<file path="config.mk">
export PLATFORM = sky130hd
export DESIGN_NAME = lcks_controller
export DESIGN_NICKNAME = d
export VERILOG_FILES = /design/src/design/lcks_pkg.sv /design/src/design/lcks_controller.sv
export SDC_FILE = /design/constraint.sdc
export NUM_CORES = 1
export LEC_CHECK = 0
export ABC_AREA = 1
export BUFFER_PORTS_ARGS = -buffer_cell sky130_fd_sc_hd__buf_4
export CAP_MARGIN = 20
export CORE_AREA = 2 2 39 41
export CTS_BUF_LIST = sky130_fd_sc_hd__clkbuf_16
export DETAILED_ROUTE_END_ITERATION = 6
export DIE_AREA = 0 0 41 43
export SYNTH_ARGS = -nofsm -noshare
export SYNTH_HDL_FRONTEND = slang
export SYNTH_SLANG_ARGS = --single-unit
</file>
<file path="constraint.sdc">
create_clock -name clk -period 1.1 [get_ports clk]
set_input_delay 0.11 -clock clk [delete_from_list [all_inputs] [get_ports clk]]
set_output_delay 0.11 -clock clk [all_outputs]
set_load 0.1 [all_outputs]
</file>
<file path="src/design/lcks_pkg.sv">
// Shared types and constants for the LFSR CDF key sampler.
package lcks_pkg;

    // Field widths of the input and result words.
    localparam int KEY_W    = 20;
    localparam int SAMPLE_W = 32;
    localparam int WEIGHT_W = 32;
    localparam int KC_W     = 21;
    localparam int CFG_W    = 32;

    // Command codes carried in the cmd field.
    localparam logic [0:0] CMD_LOAD = 1'b0;
    localparam logic [0:0] CMD_DRAW = 1'b1;

    // Configuration register indexes.
    localparam logic [0:0] CFG_KEY_COUNT = 1'b0;
    localparam logic [0:0] CFG_LFSR_SEED = 1'b1;

    // Register reset values and generator taps.
    localparam logic [KC_W-1:0]     KEY_COUNT_RESET = 21'd1048576;
    localparam logic [SAMPLE_W-1:0] SEED_RESET      = 32'd1;
    localparam logic [SAMPLE_W-1:0] LFSR_TAPS       = 32'h8020_0003;

    // One input word.
    typedef struct packed {
        logic [0:0]          cmd;
        logic [KEY_W-1:0]    load_index;
        logic [WEIGHT_W-1:0] weight;
    } in_word_t;

    // One result word.
    typedef struct packed {
        logic [KEY_W-1:0]    key;
        logic [SAMPLE_W-1:0] sample;
    } out_word_t;

    // Source of the emitted key.
    typedef enum logic [1:0] {
        KEY_LAST,
        KEY_LO,
        KEY_HI,
        KEY_MID
    } key_sel_t;

    // Commands from the controller to the datapath.
    typedef struct packed {
        logic     load_write;
        logic     draw_start;
        logic     search_issue;
        logic     init_bounds;
        logic     set_lo;
        logic     set_hi;
        logic     emit;
        key_sel_t key_sel;
    } ctrl_t;

    // Status from the datapath to the controller.
    typedef struct packed {
        logic gt_a;
        logic gt_b;
        logic n_is_one;
        logic mid_is_lo;
    } status_t;

endpackage

</file>
<file path="src/design/lcks_controller.sv">
// Controller of the key sampler: sequences the bounds check and the binary search.
module lcks_controller
    import lcks_pkg::*;
(
    input  logic       clk,
    input  logic       rst_n,
    input  logic       start,
    input  logic [0:0] item_cmd,
    input  status_t    status,
    output ctrl_t      ctrl,
    output logic       busy,
    output logic       done
);

    typedef enum logic [1:0] {
        ST_IDLE,
        ST_FIRST_CMP,
        ST_MID_RD,
        ST_MID_CMP
    } state_t;

    state_t state_reg;
    state_t state_next;
    logic   done_reg;

    assign busy = (state_reg != ST_IDLE);
    assign done = done_reg;

    // Next state and datapath commands.
    always_comb
    begin
        state_next        = state_reg;
        ctrl              = '0;
        ctrl.key_sel      = KEY_LAST;
        unique case (state_reg)
            ST_IDLE:
            begin
                if (start && item_cmd == CMD_LOAD)
                begin
                    ctrl.load_write = 1'b1;
                end
                else if (start && item_cmd == CMD_DRAW)
                begin
                    ctrl.draw_start = 1'b1;
                    state_next      = ST_FIRST_CMP;
                end
            end
            ST_FIRST_CMP:
            begin
                // Sample above the total rejects; else try the last key first.
                if (status.gt_a)
                begin
                    state_next = ST_IDLE;
                end
                else if (status.n_is_one || status.gt_b)
                begin
                    ctrl.emit    = 1'b1;
                    ctrl.key_sel = KEY_LAST;
                    state_next   = ST_IDLE;
                end
                else
                begin
                    ctrl.init_bounds = 1'b1;
                    state_next       = ST_MID_RD;
                end
            end
            ST_MID_RD:
            begin
                ctrl.search_issue = 1'b1;
                state_next        = ST_MID_CMP;
            end
            ST_MID_CMP:
            begin
                if (status.mid_is_lo)
                begin
                    ctrl.emit    = 1'b1;
                    ctrl.key_sel = status.gt_a ? KEY_HI : KEY_LO;
                    state_next   = ST_IDLE;
                end
                else if (!status.gt_a && status.gt_b)
                begin
                    ctrl.emit    = 1'b1;
                    ctrl.key_sel = KEY_MID;
                    state_next   = ST_IDLE;
                end
                else if (!status.gt_a)
                begin
                    ctrl.set_hi = 1'b1;
                    state_next  = ST_MID_RD;
                end
                else
                begin
                    ctrl.set_lo = 1'b1;
                    state_next  = ST_MID_RD;
                end
            end
            default:
            begin
                state_next = ST_IDLE;
            end
        endcase
    end

    // State and result strobe.
    always_ff @(posedge clk or negedge rst_n)
    begin
        if (!rst_n)
        begin
            state_reg <= ST_IDLE;
            done_reg  <= 1'b0;
        end
        else
        begin
            state_reg <= state_next;
            done_reg  <= ctrl.emit;
        end
    end

`ifndef SYNTHESIS
    // A result word follows only a compare cycle.
    a_done_after_cmp: assert property (@(posedge clk) disable iff (!rst_n)
        done |-> ($past(state_reg) == ST_FIRST_CMP || $past(state_reg) == ST_MID_CMP))
        else $error("result strobe without a compare cycle");

    // An accepted draw occupies the block in the next cycle.
    a_draw_busy: assert property (@(posedge clk) disable iff (!rst_n)
        (start && !busy && item_cmd == CMD_DRAW) |=> busy)
        else $error("draw accepted but block not busy");

    // A load completes in its accept cycle.
    a_load_idle: assert property (@(posedge clk) disable iff (!rst_n)
        (start && !busy && item_cmd == CMD_LOAD) |=> !busy && !done)
        else $error("load left the block busy");
`endif

endmodule
</file>
==> impl_metrics.toml <==
[yosys]
synth_edf_count = 0
yosys.area.top_type = "dfrtp_1"
yosysTopAreaCellShare_pct = 35.3
ys.flop_type = "dfrtp_1"
yosysWarnings = 0
synth_cells = 35
synth_area_leaders = "dfrtp_1 (35%), nand2_1 (18%), nor2_1 (12%), inv_1 (11%), nand3_1 (7.1%)"
yosysMostFrequentCell = "nand2_1"
synthArstFlopShare_pct = 100
ys_seq_elements = 3
synth_fp_nets = 43
ys_types = 9
avgSynthCellArea_sq_um = 6.08
synthTopCellsByCount = "nand2_1 (10), nor2_1 (7), inv_1 (6)"
synth_area_sq_um = 213
ys_seq_area_share_pct = 35.3

[sta]
max_slew_margin_pct = 81.5
rsz0062_at_grt = "yes"
finalClockSkew_ns = 0.00196
drv_slew = 0
max_freq_mhz = 724
setup_ws_ns = -0.282
hold_viol_final = 0
post-route-period-util_pct = 126
worst_pin_slew_ns = 0.279
setup_viol = 11
fin_tns_setup_ns = -1.96
fin_hold_ws_ns = 0.212
final.min_clock_period_ns = 1.38

[run]
maxCapViolCount = 0

[critical_path]
critPathRequiredTime_ns = 0.99
cp.arrival_ns = 1.27
timing.setup.critical_path_class = "flip-flop to output pin"
end_kind = "output pin"
rrSetupSlack_ns = -0.05
path_max_fanout = 4
cp-start-kind = "flip-flop"

[global_route]
grt_pass1_wl_um = 1430
grt_pass1_vias = 360
gr-total-overflow = 0
grt_max_degree = 6
antenna_found_initial = 0
grtUsageTotal_pct = 11.9

[drt]
wl_per_cell_um = 9.81
ant_nets = 0
drt_iter0_markers = 1
dr.pass1.iters = 2
drt-vias-per-instance = 3.95
wirelength_um = 814
routed-via-count = 328
drc = 0

[cts]
cts_made_buffers = 3
cts_tree = "done"
clock_sinks = 3
cts_max_level = 1
clockBufferDepth = 2
clk_latency_ns = 0.22
cts-root-buf = "clkbuf_16"
path_clk_slew_ns = 0.03

[floorplanning]
initial_core_util_pct = 15.4
die_area_sq_um = 1760
row_count = 14
die_x_um = 41
coreArea_sq_um = 1380
die-height_um = 43
io_pins = 19

[run_status]
status = "complete, but fails checks"
violations = "setup timing"

[placed_design]
io_buffers = 18
hpwlAfterDp_um = 574
dpl_worst_slack_ns = -0.119
dpl_cell_area_sq_um = 515
gp_congestion = 0.737

[layout]
nets = 76
drive_above_1_share_pct = 70.1
final_core_util_pct = 55.0
antennaDiodeCount = 0
fin_area_sq_um = 761
syn_to_final_growth_pct = 258
largest_reg_flops = 2

[hold_path]
holdCritPathClass = "input port to flip-flop"

[pwr]
vdd_drop_max_mv = 1.47
powerDensity_nw_per_um2 = 2540
leakagePower_nw = 0.356
[critical path: stages, from the launching register on]
cell	delay, ns
dfrtp_1	0.42
inv_2	0.15
nand2_8	0.07
nor3b_4	0.21
buf_12	0.20
[layer usage]
layer | global-route usage [%] | routed length (um)
met5 | 0 | 0
met4 | 6.00 | 0
met1 | 14.6 | 320
met3 | 1.57 | 15
met2 | 19.1 | 478
[stage by stage]
step	total power [W]	cells
after global routing	0.00201	83
after CTS	0.00194	83
final	0.00193	83
after detailed placement	0.00115	76
after global placement	0.00114	76
after floorplan	0.000919	35
[final timing paths]
check,start,endpoint,cells past startpoint
max,state_reg[0],ctrl[8],4
min,status[0],state_reg[1],4
max reg2reg,state_reg[1],state_reg[1],6
min reg2reg,state_reg[0],state_reg[0],2
max in group asynchronous,rst_n,state_reg[0],2
min in group asynchronous,rst_n,done,2
[final cells by class]
class                   instances  area (sq um)
fillers                       116           623
repair buffers                 28           337
multi-input cells              26           224
flip-flops and latches          3          75.1
clock buffers                   3          75.1
inverters                       6          26.3
well taps                      16          20.0
clock inverters                 1          3.75
[cell usage in the layout, fill, tap and decap left out]
cell type      synthesis  routed
nand2_2                0       3
nand2_1               10       5
dfrtp_1                3       3
buf_4                  0      15
buf_12                 0       9
nor3_4                 0       2
clkinvlp_4             0       1
dlygate4sd3_1          0       1
inv_2                  0       2
clkbuf_16              0       3
nand3_2                0       1
buf_6                  0       3
nor2_4                 0       4
a21oi_1                1       1
nand2_8                0       1
nand2_4                0       1
nor2_1                 7       4
nand3_1                3       2
nor3b_4                0       2
inv_1                  6       4
[cell families after synthesis]
kind of cell | count (synthesis) | synth area share [%]
simple gates | 25 | 51.8
buf+inv | 6 | 10.6
flops | 3 | 35.3
compound gates | 1 | 2.35
[repair_timing]
item | 4_1_cts | 5_1_grt
pin swaps | 5 | 3
gates cloned | 0 | 0
endpoints found under the setup margin | 10 | 11
hold buffers | 1 | 0
resized for setup | 35 | 0
buffers inserted | 2 | 0
hold endpoints to repair | 3 | 0
[where the power goes]
group | internal, W | switching (W)
logic | 0.000405 | 0.000786
registers | 0.000144 | 0.0000336
clock network | 0.000468 | 0.0000959
total | 0.00102 | 0.000916
Note: power is estimated with default switching activity, not from simulation.
